**config.mk**
```make
export PLATFORM = sky130hd
export DESIGN_NAME = joint_motion_slew_integrator_core_flat
export DESIGN_NICKNAME = d
export VERILOG_FILES = /design/src/rtl/core/jmsi_pkg.sv /design/src/rtl/core/jmsi_if.sv /design/src/rtl/core/joint_motion_slew_integrator_core.sv /design/src/rtl/core/jmsi_joint_mem.sv /design/src/rtl/core/jmsi_update.sv /design/src/rtl/core/jmsi_sequencer.sv /design/src/flat_wrapper.sv
export SDC_FILE = /design/constraint.sdc
export NUM_CORES = 2
export LEC_CHECK = 0
export ABC_CLOCK_PERIOD_IN_PS = 8900
export BUFFER_PORTS_ARGS = -buffer_cell sky130_fd_sc_hd__buf_2
export CAP_MARGIN = 10
export CORE_ASPECT_RATIO = 1.1
export CORE_MARGIN = 10
export CORE_UTILIZATION = 47
export CTS_CLUSTER_DIAMETER = 50
export DETAILED_ROUTE_END_ITERATION = 10
export GPL_TIMING_DRIVEN = 1
export PLACE_DENSITY = 0.65
export SETUP_SLACK_MARGIN = 0.5
export SLEW_MARGIN = 25
export SYNTH_ARGS = -nofsm -noshare
export SYNTH_HDL_FRONTEND = slang
export SYNTH_HIERARCHICAL = 1
export SYNTH_SLANG_ARGS = --single-unit
```
**constraint.sdc**
```tcl
create_clock -name clk -period 8.9 [get_ports clk]
set_input_delay 1.335 -clock clk [delete_from_list [all_inputs] [get_ports clk]]
set_output_delay 1.335 -clock clk [all_outputs]
set_load 0.1 [all_outputs]
```
**src/rtl/core/jmsi_pkg.sv**
```systemverilog
// Shared types, codes and reset values for the joint motion slew integrator.
package jmsi_pkg;

	localparam int MAX_JOINTS_DEF = 8;

	localparam int CFG_IDX_W  = 8;
	localparam int CFG_DATA_W = 32;

	// Command codes
	localparam logic [2:0] FN_TICK     = 3'd0;
	localparam logic [2:0] FN_SET_GOAL = 3'd1;
	localparam logic [2:0] FN_SET_POS  = 3'd2;
	localparam logic [2:0] FN_SET_VEL  = 3'd3;
	localparam logic [2:0] FN_READ     = 3'd4;

	// Configuration register indexes
	localparam logic [CFG_IDX_W-1:0] REG_MAX_STEP   = CFG_IDX_W'(0);
	localparam logic [CFG_IDX_W-1:0] REG_TICK_TIME  = CFG_IDX_W'(1);
	localparam logic [CFG_IDX_W-1:0] REG_VEL_TMO    = CFG_IDX_W'(2);
	localparam logic [CFG_IDX_W-1:0] REG_JOINTS_USE = CFG_IDX_W'(3);

	// Configuration reset values
	localparam logic [30:0] MAX_STEP_RST   = 31'd66;
	localparam logic [15:0] TICK_TIME_RST  = 16'd66;
	localparam logic [15:0] VEL_TMO_RST    = 16'd500;
	localparam logic [3:0]  JOINTS_USE_RST = 4'd8;

	// Per-element operation carried down the update pipeline
	typedef enum logic [1:0] {
		OP_NONE = 2'b00,
		OP_READ = 2'b01,
		OP_POS  = 2'b10,
		OP_VEL  = 2'b11
	} op_t;

	typedef struct packed {
		logic vld;
		logic last;
		op_t  op;
		logic ok;
		logic err;
		logic we_goal;
		logic we_pos;
		logic we_vel;
	} ctl_t;

	typedef struct packed {
		logic pos;
		logic goal;
		logic vel;
	} wr_t;

endpackage

```
**src/rtl/core/jmsi_if.sv**
```systemverilog
// Channel interfaces: command input, result output and configuration write.
interface jmsi_in_if;
	logic               valid;
	logic               ready;
	logic [2:0]         func;
	logic [2:0]         joint_index;
	logic signed [31:0] value;

	modport source (output valid, func, joint_index, value, input ready);
	modport sink   (input valid, func, joint_index, value, output ready);
endinterface

interface jmsi_out_if;
	logic               valid;
	logic               ready;
	logic signed [31:0] read_value;
	logic               status;

	modport source (output valid, read_value, status, input ready);
	modport sink   (input valid, read_value, status, output ready);
endinterface

interface jmsi_cfg_if;
	logic                            valid;
	logic                            ready;
	logic [jmsi_pkg::CFG_IDX_W-1:0]  index;
	logic [jmsi_pkg::CFG_DATA_W-1:0] data;

	modport source (output valid, index, data, input ready);
	modport sink   (input valid, index, data, output ready);
endinterface

```
**src/rtl/core/joint_motion_slew_integrator_core.sv**
```systemverilog
// Top level of the joint motion slew integrator: config registers, write port, result register.
//
// Usage:
//   cmd  - command channel (func, joint_index, value). One transaction per command.
//          func: tick, set goal, set position, set velocity, read position.
//   rsp  - result channel (read_value, status). Exactly one transaction per command,
//          in command order. status flags a joint index not below the active count on set and read.
//   cfg  - register write channel (index, data), always ready. Write only while idle.
// Flow:
//   A command passes the stage-1 register, the memory read and the step register to
//   its result in the output register, and cmd is ready again in the same cycle. A
//   tick that moves joints walks the n active joints one per cycle through the memory
//   read, step and write-back pipeline; a tick that changes nothing issues a single
//   empty element. The next command waits until the previous one has drained
//   the pipeline, so no read can meet a pending write to the same joint.
// Reset:
//   arst_n clears configuration to defaults, mode to position mode, the timeout
//   counter, and the per-entry valid bits, so every joint reads back as zero.
// Stall:
//   A result waits in the output register while rsp is not ready; the next command
//   is still accepted and runs up to its last pipeline stage, which then holds.
module joint_motion_slew_integrator_core #(
	parameter int MAX_JOINTS = jmsi_pkg::MAX_JOINTS_DEF
) (
	input  logic     clk,
	input  logic     arst_n,
	jmsi_in_if.sink  cmd,
	jmsi_out_if.source rsp,
	jmsi_cfg_if.sink cfg
);
	import jmsi_pkg::*;

	localparam int AW = (MAX_JOINTS > 1) ? $clog2(MAX_JOINTS) : 1;

	// Configuration registers
	logic [30:0] max_step_q;
	logic [15:0] tick_time_q;
	logic [15:0] vel_tmo_q;
	logic [3:0]  joints_use_q;

	// Pipeline control and data
	ctl_t               ctl_s1;
	ctl_t               ctl_s3;
	logic [AW-1:0]      addr_s1;
	logic [AW-1:0]      addr_s3;
	logic signed [31:0] value_s1;
	logic signed [31:0] pos_new;
	logic signed [31:0] rd_value;
	logic signed [31:0] pos_rd;
	logic signed [31:0] goal_rd;
	logic signed [31:0] vel_rd;

	logic               adv;
	logic               done;
	logic               s3_wen;
	logic               cmd_wen;
	wr_t                wr_en;
	logic [AW-1:0]      wr_addr;
	logic signed [31:0] wr_data;

	// Result register
	logic               out_valid_q;
	logic signed [31:0] out_value_q;
	logic               out_status_q;

	// Configuration write port; always takes the transaction
	assign cfg.ready = 1'b1;

	always_ff @(posedge clk or negedge arst_n) begin
		if (!arst_n) begin
			max_step_q   <= MAX_STEP_RST;
			tick_time_q  <= TICK_TIME_RST;
			vel_tmo_q    <= VEL_TMO_RST;
			joints_use_q <= JOINTS_USE_RST;
		end else if (cfg.valid) begin
			unique case (cfg.index)
				REG_MAX_STEP:   max_step_q   <= cfg.data[30:0];
				REG_TICK_TIME:  tick_time_q  <= cfg.data[15:0];
				REG_VEL_TMO:    vel_tmo_q    <= cfg.data[15:0];
				REG_JOINTS_USE: joints_use_q <= cfg.data[3:0];
				default: ;
			endcase
		end
	end

	// Hold the whole pipeline only when the last element of an item finds the
	// result register full and not being drained.
	assign adv  = !(ctl_s3.vld && ctl_s3.last && out_valid_q && !rsp.ready);
	assign done = ctl_s3.vld && ctl_s3.last && adv;

	jmsi_sequencer #(
		.MAX_JOINTS (MAX_JOINTS),
		.AW         (AW)
	) u_seq (
		.clk        (clk),
		.arst_n     (arst_n),
		.cmd        (cmd),
		.adv        (adv),
		.done       (done),
		.vel_tmo    (vel_tmo_q),
		.joints_use (joints_use_q),
		.ctl_s1     (ctl_s1),
		.addr_s1    (addr_s1),
		.value_s1   (value_s1)
	);

	// Single write port: tick write-back from the last stage, command writes from
	// the first. The sequencer keeps the two from ever meeting.
	assign s3_wen  = ctl_s3.vld && adv && (ctl_s3.op == OP_POS || ctl_s3.op == OP_VEL);
	assign cmd_wen = ctl_s1.vld && adv;

	always_comb begin
		wr_en.pos  = s3_wen || (cmd_wen && ctl_s1.we_pos);
		wr_en.goal = cmd_wen && ctl_s1.we_goal;
		wr_en.vel  = cmd_wen && ctl_s1.we_vel;
		wr_addr    = s3_wen ? addr_s3 : addr_s1;
		wr_data    = s3_wen ? pos_new : value_s1;
	end

	jmsi_joint_mem #(
		.MAX_JOINTS (MAX_JOINTS),
		.AW         (AW)
	) u_mem (
		.clk     (clk),
		.arst_n  (arst_n),
		.adv     (adv),
		.rd_addr (addr_s1),
		.wr_en   (wr_en),
		.wr_addr (wr_addr),
		.wr_data (wr_data),
		.pos_rd  (pos_rd),
		.goal_rd (goal_rd),
		.vel_rd  (vel_rd)
	);

	jmsi_update #(
		.MAX_JOINTS (MAX_JOINTS),
		.AW         (AW)
	) u_upd (
		.clk       (clk),
		.arst_n    (arst_n),
		.adv       (adv),
		.ctl_s1    (ctl_s1),
		.addr_s1   (addr_s1),
		.pos_rd    (pos_rd),
		.goal_rd   (goal_rd),
		.vel_rd    (vel_rd),
		.max_step  (max_step_q),
		.tick_time (tick_time_q),
		.ctl_s3    (ctl_s3),
		.addr_s3   (addr_s3),
		.pos_new   (pos_new),
		.rd_value  (rd_value)
	);

	// Load the result on the item's last element; drop it once taken
	always_ff @(posedge clk or negedge arst_n) begin
		if (!arst_n) begin
			out_valid_q <= 1'b0;
		end else if (done) begin
			out_valid_q <= 1'b1;
		end else if (rsp.ready) begin
			out_valid_q <= 1'b0;
		end
	end

	always_ff @(posedge clk) begin
		if (done) begin
			out_value_q  <= rd_value;
			out_status_q <= ctl_s3.err;
		end
	end

	assign rsp.valid      = out_valid_q;
	assign rsp.read_value = out_value_q;
	assign rsp.status     = out_status_q;

`ifndef NO_ASSERTIONS
	// Tick write-back and command writes never share the write port
	a_one_writer: assert property (@(posedge clk) disable iff (!arst_n)
		!(s3_wen && cmd_wen && (ctl_s1.we_pos || ctl_s1.we_goal || ctl_s1.we_vel)))
		else $error("tick write-back collides with a command write");

	// A new command enters only into an empty pipeline
	a_drained: assert property (@(posedge clk) disable iff (!arst_n)
		(cmd.valid && cmd.ready) |-> (!ctl_s1.vld && !ctl_s3.vld))
		else $error("command accepted while the pipeline is busy");

	// A result is loaded only into a free or draining result register
	a_no_overwrite: assert property (@(posedge clk) disable iff (!arst_n)
		done |-> (!out_valid_q || rsp.ready))
		else $error("result register overwritten");
`endif

endmodule

```
**src/rtl/core/jmsi_joint_mem.sv**
```systemverilog
// Joint state memories: position, and goal with velocity, registered read.
module jmsi_joint_mem #(
	parameter int MAX_JOINTS = jmsi_pkg::MAX_JOINTS_DEF,
	parameter int AW         = (MAX_JOINTS > 1) ? $clog2(MAX_JOINTS) : 1
) (
	input  logic               clk,
	input  logic               arst_n,
	input  logic               adv,
	input  logic [AW-1:0]      rd_addr,
	input  jmsi_pkg::wr_t      wr_en,
	input  logic [AW-1:0]      wr_addr,
	input  logic signed [31:0] wr_data,
	output logic signed [31:0] pos_rd,
	output logic signed [31:0] goal_rd,
	output logic signed [31:0] vel_rd
);
	import jmsi_pkg::*;

	logic [31:0] pos_mem [MAX_JOINTS];
	logic [63:0] gv_mem  [MAX_JOINTS];

	logic [MAX_JOINTS-1:0] pos_vld_q;
	logic [MAX_JOINTS-1:0] goal_vld_q;
	logic [MAX_JOINTS-1:0] vel_vld_q;

	// Entries never written read as zero
	always_ff @(posedge clk or negedge arst_n) begin
		if (!arst_n) begin
			pos_vld_q  <= '0;
			goal_vld_q <= '0;
			vel_vld_q  <= '0;
		end else begin
			if (wr_en.pos)  pos_vld_q[wr_addr]  <= 1'b1;
			if (wr_en.goal) goal_vld_q[wr_addr] <= 1'b1;
			if (wr_en.vel)  vel_vld_q[wr_addr]  <= 1'b1;
		end
	end

	always_ff @(posedge clk) begin
		if (wr_en.pos)  pos_mem[wr_addr]        <= wr_data;
		if (wr_en.goal) gv_mem[wr_addr][63:32] <= wr_data;
		if (wr_en.vel)  gv_mem[wr_addr][31:0]  <= wr_data;
	end

	// Hold read data while the pipeline stalls
	always_ff @(posedge clk) begin
		if (adv) begin
			pos_rd  <= pos_vld_q[rd_addr]  ? $signed(pos_mem[rd_addr])        : 32'sd0;
			goal_rd <= goal_vld_q[rd_addr] ? $signed(gv_mem[rd_addr][63:32]) : 32'sd0;
			vel_rd  <= vel_vld_q[rd_addr]  ? $signed(gv_mem[rd_addr][31:0])  : 32'sd0;
		end
	end

endmodule

```
**src/rtl/core/jmsi_update.sv**
```systemverilog
// Update datapath: step computation after the memory read, then add and saturate.
module jmsi_update #(
	parameter int MAX_JOINTS = jmsi_pkg::MAX_JOINTS_DEF,
	parameter int AW         = (MAX_JOINTS > 1) ? $clog2(MAX_JOINTS) : 1
) (
	input  logic               clk,
	input  logic               arst_n,
	input  logic               adv,
	input  jmsi_pkg::ctl_t     ctl_s1,
	input  logic [AW-1:0]      addr_s1,
	input  logic signed [31:0] pos_rd,
	input  logic signed [31:0] goal_rd,
	input  logic signed [31:0] vel_rd,
	input  logic [30:0]        max_step,
	input  logic [15:0]        tick_time,
	output jmsi_pkg::ctl_t     ctl_s3,
	output logic [AW-1:0]      addr_s3,
	output logic signed [31:0] pos_new,
	output logic signed [31:0] rd_value
);
	import jmsi_pkg::*;

	ctl_t               ctl_s2;
	logic [AW-1:0]      addr_s2;
	logic signed [32:0] step_s3;
	logic               cin_s3;
	logic signed [31:0] pos_s3;

	logic signed [48:0] prod;
	logic signed [32:0] diff;
	logic signed [32:0] lim;
	logic signed [32:0] dclamp;
	logic [33:0]        sum;

	// Velocity: Q16.16 * Q0.16, rounded half up as floor plus bit 15
	assign prod = 49'(vel_rd) * 49'($signed({1'b0, tick_time}));

	// Position: exact difference clamped to +/- max_step
	assign diff = $signed({goal_rd[31], goal_rd}) - $signed({pos_rd[31], pos_rd});
	assign lim  = $signed({2'b00, max_step});

	always_comb begin
		dclamp = diff;
		if (diff > lim)
			dclamp = lim;
		else if (diff < -lim)
			dclamp = -lim;
	end

	always_ff @(posedge clk or negedge arst_n) begin
		if (!arst_n) begin
			ctl_s2 <= '0;
			ctl_s3 <= '0;
		end else if (adv) begin
			ctl_s2 <= ctl_s1;
			ctl_s3 <= ctl_s2;
		end
	end

	always_ff @(posedge clk) begin
		if (adv) begin
			addr_s2 <= addr_s1;
			addr_s3 <= addr_s2;
			pos_s3  <= pos_rd;
			if (ctl_s2.op == OP_VEL) begin
				step_s3 <= $signed({prod[47], prod[47:16]});
				cin_s3  <= prod[15];
			end else begin
				step_s3 <= dclamp;
				cin_s3  <= 1'b0;
			end
		end
	end

	assign sum = {{2{pos_s3[31]}}, pos_s3} + {step_s3[32], step_s3} + {33'd0, cin_s3};

	always_comb begin
		if (sum[33:31] == 3'b000 || sum[33:31] == 3'b111)
			pos_new = $signed(sum[31:0]);
		else if (sum[33])
			pos_new = 32'sh8000_0000;
		else
			pos_new = 32'sh7FFF_FFFF;
	end

	assign rd_value = (ctl_s3.op == OP_READ && ctl_s3.ok) ? pos_s3 : 32'sd0;

endmodule

```
**src/rtl/core/jmsi_sequencer.sv**
```systemverilog
// Command sequencer: decode, mode and timeout state, joint walk for ticks.
module jmsi_sequencer #(
	parameter int MAX_JOINTS = jmsi_pkg::MAX_JOINTS_DEF,
	parameter int AW         = (MAX_JOINTS > 1) ? $clog2(MAX_JOINTS) : 1
) (
	input  logic               clk,
	input  logic               arst_n,
	jmsi_in_if.sink            cmd,
	input  logic               adv,
	input  logic               done,
	input  logic [15:0]        vel_tmo,
	input  logic [3:0]         joints_use,
	output jmsi_pkg::ctl_t     ctl_s1,
	output logic [AW-1:0]      addr_s1,
	output logic signed [31:0] value_s1
);
	import jmsi_pkg::*;

	localparam int CW = ($clog2(MAX_JOINTS + 1) > 4) ? $clog2(MAX_JOINTS + 1) : 4;

	typedef enum logic [2:0] {
		ST_IDLE = 3'b001,
		ST_WALK = 3'b010,
		ST_WAIT = 3'b100
	} state_t;

	state_t        state_q;
	logic          mode_q;
	logic [15:0]   cnt_q;
	logic [AW-1:0] walk_q;
	logic [AW-1:0] tk_last_q;
	op_t           tk_op_q;

	logic [CW-1:0] n_act;
	logic          idx_ok;
	logic          integ;
	op_t           tk_op;
	logic [AW-1:0] tk_last;
	logic          accept;
	ctl_t          elem_in;
	ctl_t          elem_walk;

	assign cmd.ready = (state_q == ST_IDLE);
	assign accept    = cmd.valid && cmd.ready;

	always_comb begin
		n_act = (CW'(joints_use) > CW'(MAX_JOINTS)) ? CW'(MAX_JOINTS) : CW'(joints_use);
		idx_ok = CW'(cmd.joint_index) < n_act;
		integ  = mode_q && (cnt_q < vel_tmo);

		tk_op = OP_NONE;
		if (n_act != '0) begin
			if (!mode_q)
				tk_op = OP_POS;
			else if (integ)
				tk_op = OP_VEL;
		end
		// A tick that changes nothing issues a single empty element
		tk_last = (tk_op == OP_NONE) ? '0 : AW'(n_act - CW'(1));

		elem_in      = '0;
		elem_in.vld  = 1'b1;
		elem_in.last = 1'b1;
		elem_in.ok   = idx_ok;
		unique case (cmd.func)
			FN_TICK: begin
				elem_in.op   = tk_op;
				elem_in.last = (tk_last == '0);
			end
			FN_SET_GOAL: begin
				elem_in.err     = !idx_ok;
				elem_in.we_goal = idx_ok;
			end
			FN_SET_POS: begin
				elem_in.err     = !idx_ok;
				elem_in.we_goal = idx_ok;
				elem_in.we_pos  = idx_ok;
			end
			FN_SET_VEL: begin
				elem_in.err    = !idx_ok;
				elem_in.we_vel = idx_ok;
			end
			FN_READ: begin
				elem_in.err = !idx_ok;
				elem_in.op  = OP_READ;
			end
			default: begin
				elem_in.ok = 1'b0;
			end
		endcase

		elem_walk      = '0;
		elem_walk.vld  = 1'b1;
		elem_walk.last = (walk_q == tk_last_q);
		elem_walk.op   = tk_op_q;
	end

	always_ff @(posedge clk or negedge arst_n) begin
		if (!arst_n) begin
			state_q   <= ST_IDLE;
			mode_q    <= 1'b0;
			cnt_q     <= '0;
			walk_q    <= '0;
			tk_last_q <= '0;
			tk_op_q   <= OP_NONE;
			ctl_s1    <= '0;
		end else begin
			if (accept) begin
				unique case (cmd.func) inside
					FN_TICK: begin
						if (cnt_q != 16'hFFFF) cnt_q <= cnt_q + 16'd1;
					end
					FN_SET_GOAL, FN_SET_POS: begin
						mode_q <= 1'b0;
					end
					FN_SET_VEL: begin
						mode_q <= 1'b1;
						cnt_q  <= '0;
					end
					default: ;
				endcase
			end
			if (adv) begin
				unique case (state_q)
					ST_IDLE: begin
						if (accept) begin
							ctl_s1    <= elem_in;
							tk_op_q   <= tk_op;
							tk_last_q <= tk_last;
							walk_q    <= AW'(1);
							if (cmd.func == FN_TICK && tk_last != '0)
								state_q <= ST_WALK;
							else
								state_q <= ST_WAIT;
						end else begin
							ctl_s1 <= '0;
						end
					end
					ST_WALK: begin
						ctl_s1 <= elem_walk;
						walk_q <= walk_q + AW'(1);
						if (walk_q == tk_last_q) state_q <= ST_WAIT;
					end
					ST_WAIT: begin
						ctl_s1 <= '0;
						if (done) state_q <= ST_IDLE;
					end
					default: begin
						ctl_s1  <= '0;
						state_q <= ST_IDLE;
					end
				endcase
			end
		end
	end

	always_ff @(posedge clk) begin
		if (adv) begin
			if (state_q == ST_IDLE) begin
				addr_s1  <= (cmd.func == FN_TICK) ? '0 : AW'(cmd.joint_index);
				value_s1 <= cmd.value;
			end else begin
				addr_s1 <= walk_q;
			end
		end
	end

endmodule
```
**src/flat_wrapper.sv**
```systemverilog
// flat-port wrapper written by rule: the top's interface ports become plain ports
module joint_motion_slew_integrator_core_flat import jmsi_pkg::*;
#(
	parameter int MAX_JOINTS = jmsi_pkg::MAX_JOINTS_DEF
)
  (clk, arst_n, cmd_valid, cmd_func, cmd_joint_index, cmd_value, cmd_ready, rsp_valid, rsp_read_value, rsp_status, rsp_ready, cfg_valid, cfg_index, cfg_data, cfg_ready);
  jmsi_in_if cmd_i ();
  jmsi_out_if rsp_i ();
  jmsi_cfg_if cfg_i ();
  input  logic clk;
  input  logic arst_n;
  input wire logic [$bits(cmd_i.valid)-1:0] cmd_valid;
  input wire logic [$bits(cmd_i.func)-1:0] cmd_func;
  input wire logic [$bits(cmd_i.joint_index)-1:0] cmd_joint_index;
  input wire logic [$bits(cmd_i.value)-1:0] cmd_value;
  output wire logic [$bits(cmd_i.ready)-1:0] cmd_ready;
  output wire logic [$bits(rsp_i.valid)-1:0] rsp_valid;
  output wire logic [$bits(rsp_i.read_value)-1:0] rsp_read_value;
  output wire logic [$bits(rsp_i.status)-1:0] rsp_status;
  input wire logic [$bits(rsp_i.ready)-1:0] rsp_ready;
  input wire logic [$bits(cfg_i.valid)-1:0] cfg_valid;
  input wire logic [$bits(cfg_i.index)-1:0] cfg_index;
  input wire logic [$bits(cfg_i.data)-1:0] cfg_data;
  output wire logic [$bits(cfg_i.ready)-1:0] cfg_ready;
  assign cmd_i.valid = cmd_valid;
  assign cmd_i.func = cmd_func;
  assign cmd_i.joint_index = cmd_joint_index;
  assign cmd_i.value = cmd_value;
  assign cmd_ready = cmd_i.ready;
  assign rsp_valid = rsp_i.valid;
  assign rsp_read_value = rsp_i.read_value;
  assign rsp_status = rsp_i.status;
  assign rsp_i.ready = rsp_ready;
  assign cfg_i.valid = cfg_valid;
  assign cfg_i.index = cfg_index;
  assign cfg_i.data = cfg_data;
  assign cfg_ready = cfg_i.ready;
  joint_motion_slew_integrator_core #(.MAX_JOINTS(MAX_JOINTS)) u_core (.clk(clk), .arst_n(arst_n), .cmd(cmd_i), .rsp(rsp_i), .cfg(cfg_i));
endmodule
```
==> results_dict.tcl <==
set metrics [dict create \
    critical-path-top-cell-by-count "fa_1" \
    yosysWarnings 6 \
    powerDensity_mw_per_mm2 278 \
    synth_area_per_cell_um2 13.4 \
    die_width_um 383 \
    critical_path_class "flop to flop" \
    cts_root_buf "clkbuf_16" \
    total_half_perimeter_wirelength_after_legalization_and_detailed_placement_um 117000 \
    max_stage_delay_ps 920 \
    route.vias.total 40300 \
    io_buffers 116 \
    tritoncts_num_sinks 1145 \
    cts.hold.buffers_added 0 \
    worst-endpoint-required_ps 9380 \
    fp.coreArea_mm2 0.144 \
    crit_slowest_cell "dfrtp_1" \
    syn_inst 5070 \
    fin_util_pct 51.6 \
    max_freq_ghz 0.130 \
    globalplace.congestion 0.888 \
    routed_antenna_nets 0 \
    finalClockSkew_ps 66.5 \
    final_cell_count_without_fillers 7169 \
    r2r_cells 20 \
    cts_made_buffers 109 \
    via_count_of_the_first_global_routing_pass 42000 \
    final.min_clock_period_ps 7710 \
    core.rowCount 146 \
    fin_total_pwr_mw 20.7 \
    area_growth_syn_to_layout_pct 9.13 \
    htree_levels 3 \
    grt_util_all_layers_pct 21.0 \
    hold_viol_final 0 \
    final.period_utilization_pct 86.6 \
    cp_num_buf_inv 5 \
    final_max_slew_viol_count 0 \
    rsz0062_at_grt "no" \
    avgRoutedWirePerCell_um 23.4 \
    detail_route.first_pass.iterations 6 \
    cp-start-kind "flop" \
    placed_cells 6965 \
    grt_start_max_net_pins 154 \
    setup-tns-final_ps 0 \
    post-cts-setup-buffer-count 0 \
    result_of_the_run "finished clean" \
    numnets_final 5981 \
    leakagePower_nw 30.1 \
    max-vdd-ir-drop_mv 0.271 \
    floorplan.initialDensity_pct 47.3 \
    relSlewSlack_pct 29.7 \
    grt_pass1_wl_um 258000 \
    cell_family_contributing_the_most_delay_on_the_critical_path "adder cells" \
    routed_wl_um 168000 \
    cells_resized_by_post_cts_repair 0 \
    timing_worst_slew_pin_value_ps 1040 \
    cp.arrival_ps 8190 \
    n_fill_cell 12100 \
    die_area_mm2 0.161 \
    grt.overflow.total 0 \
    route.detailed.vias_per_inst 5.62 \
    whs_ps 422 \
    ios 119 \
    worst-path-stages 20 \
    mappedNetlistArea_mm2 0.0682 \
    cts_tree "built" \
    drive_above_1_share_pct 14.9 \
    timing.critical_path.cells "buf_4 -> nand2_1 -> fa_1 -> fa_1 -> fa_1 -> inv_1 -> fa_1 -> fa_1 -> inv_1 -> fa_1 -> inv_1 -> ha_1 -> nand4_1 -> nor3_1 -> a21oi_1 -> buf_4 -> o31ai_1 -> a311o_1 -> o211ai_1 -> or2_2" \
    cap_violations 0 \
    antenna_found_initial 4 \
    worst_setup_hold_path_clk_slew_ps 60 \
    critical_path.max_fanout 19 \
    cp-end-kind "flop" \
    insertion_delay_ps 740 \
    dr.first_iter.drc_count 3454 \
    num_antenna_cells 0 \
    synth_fp_nets 5899 \
    min_path_type "flop to flop" \
    setup_viol 0 \
    holdPathStages 0 \
    remaining_drc_errors 0 \
    cts-root-to-sink-buffers 3 \
    fp.dieH_um 419 \
]
## flip-flops by register name, summed over array words and instances, names as in the netlist, 9 cells and up
register	count
u_core/u_mem/gv_mem	512
u_core/u_mem/pos_mem	256
u_core/u_upd/step_s3	33
u_core/rsp.read_value	32
u_core/u_mem/goal_rd	32
u_core/u_mem/pos_rd	32
u_core/u_mem/vel_rd	32
u_core/u_seq/value_s1	32
u_core/u_upd/pos_s3	32
u_core/max_step_q	31
u_core/tick_time_q	16
u_core/u_seq/cnt_q	16
u_core/vel_tmo_q	16
u_core/u_seq/ctl_s1	9
## metrics by stage
stage	setup slack (ps)	instance area [µm²]
after global routing	955	74400
after floorplan	566	68200
final	1190	74400
after detailed placement	1240	70700
after CTS	1210	74400
after global placement	1230	70700
## worst paths after layout
path,start,endpoint,slack (ps)
setup reg to reg,u_core/tick_time_q[2],u_core/u_upd/step_s3[32],1190
min in group asynchronous,arst_n,u_core/u_mem/vel_vld_q[0],710
setup / recovery,u_core/tick_time_q[2],u_core/u_upd/step_s3[32],1190
max in group asynchronous,arst_n,u_core/u_seq/ctl_s1[1],6670
hold / removal,u_core/u_upd/addr_s2[2],u_core/u_upd/addr_s3[2],420
hold reg to reg,u_core/u_upd/addr_s2[2],u_core/u_upd/addr_s3[2],420
## cells in the final DEF (no fill, tap or decap), types with 12 or more instances in the layout
master,count
inv_1,694
a211oi_1,14
dfrtp_1,129
mux2_2,106
buf_2,115
fa_1,485
and3_1,30
nand2b_1,31
mux4_2,198
o211ai_1,20
nand3_1,36
nand4_1,40
dfstp_2,12
or2_2,33
o21a_1,22
clkbuf_1,21
edfxtp_1,1004
a31o_2,12
nor2b_1,20
o21ai_0,111
xor2_1,36
mux2i_1,117
nor2_1,188
and2_1,264
a21o_1,80
clkinv_1,13
a31oi_1,19
nor3_1,31
nor2_4,26
o31ai_1,26
a21oi_1,128
clkinv_2,12
nor4_1,15
xnor2_1,88
nand2_1,396
ha_1,261
clkbuf_16,115
o21bai_1,14
buf_4,61
## per-layer routing
layer	track usage, %	vias up	part of all wire [%]
li1	-	17800	-
met4	7.56	2	3.6
met2	34.8	1395	49
met1	28.1	20800	41
met3	2.93	265	6.4
met5	0	-	0.031
## final cells by class
cell class	instances	area [µm²]	share of cell area (%)
clock buffer	145	3080	4.14
inverter	694	2610	3.50
timing repair buffer	181	1120	1.51
multi-input combinational	3021	30900	41.5
clock inverter	59	642	0.863
sequential	1145	33700	45.3
tap	1924	2410	3.24
## worst reg2reg max path: stages, from the launching register on
cell and delay [ps]:
dfrtp_1 920, buf_4 360, nand2_1 110, fa_1 540, fa_1 530, fa_1 530
inv_1 60, fa_1 510, fa_1 510, inv_1 50, fa_1 480, inv_1 50
ha_1 410, nand4_1 270, nor3_1 240, a21oi_1 110, buf_4 180, o31ai_1 840
a311o_1 280, o211ai_1 150, or2_2 330
## where the power goes
group          switching, mW  internal [mW]
registers              0.424           6.79
clock network           2.08           2.65
logic                   5.34           3.41
(Power assumes the default switching activity.)
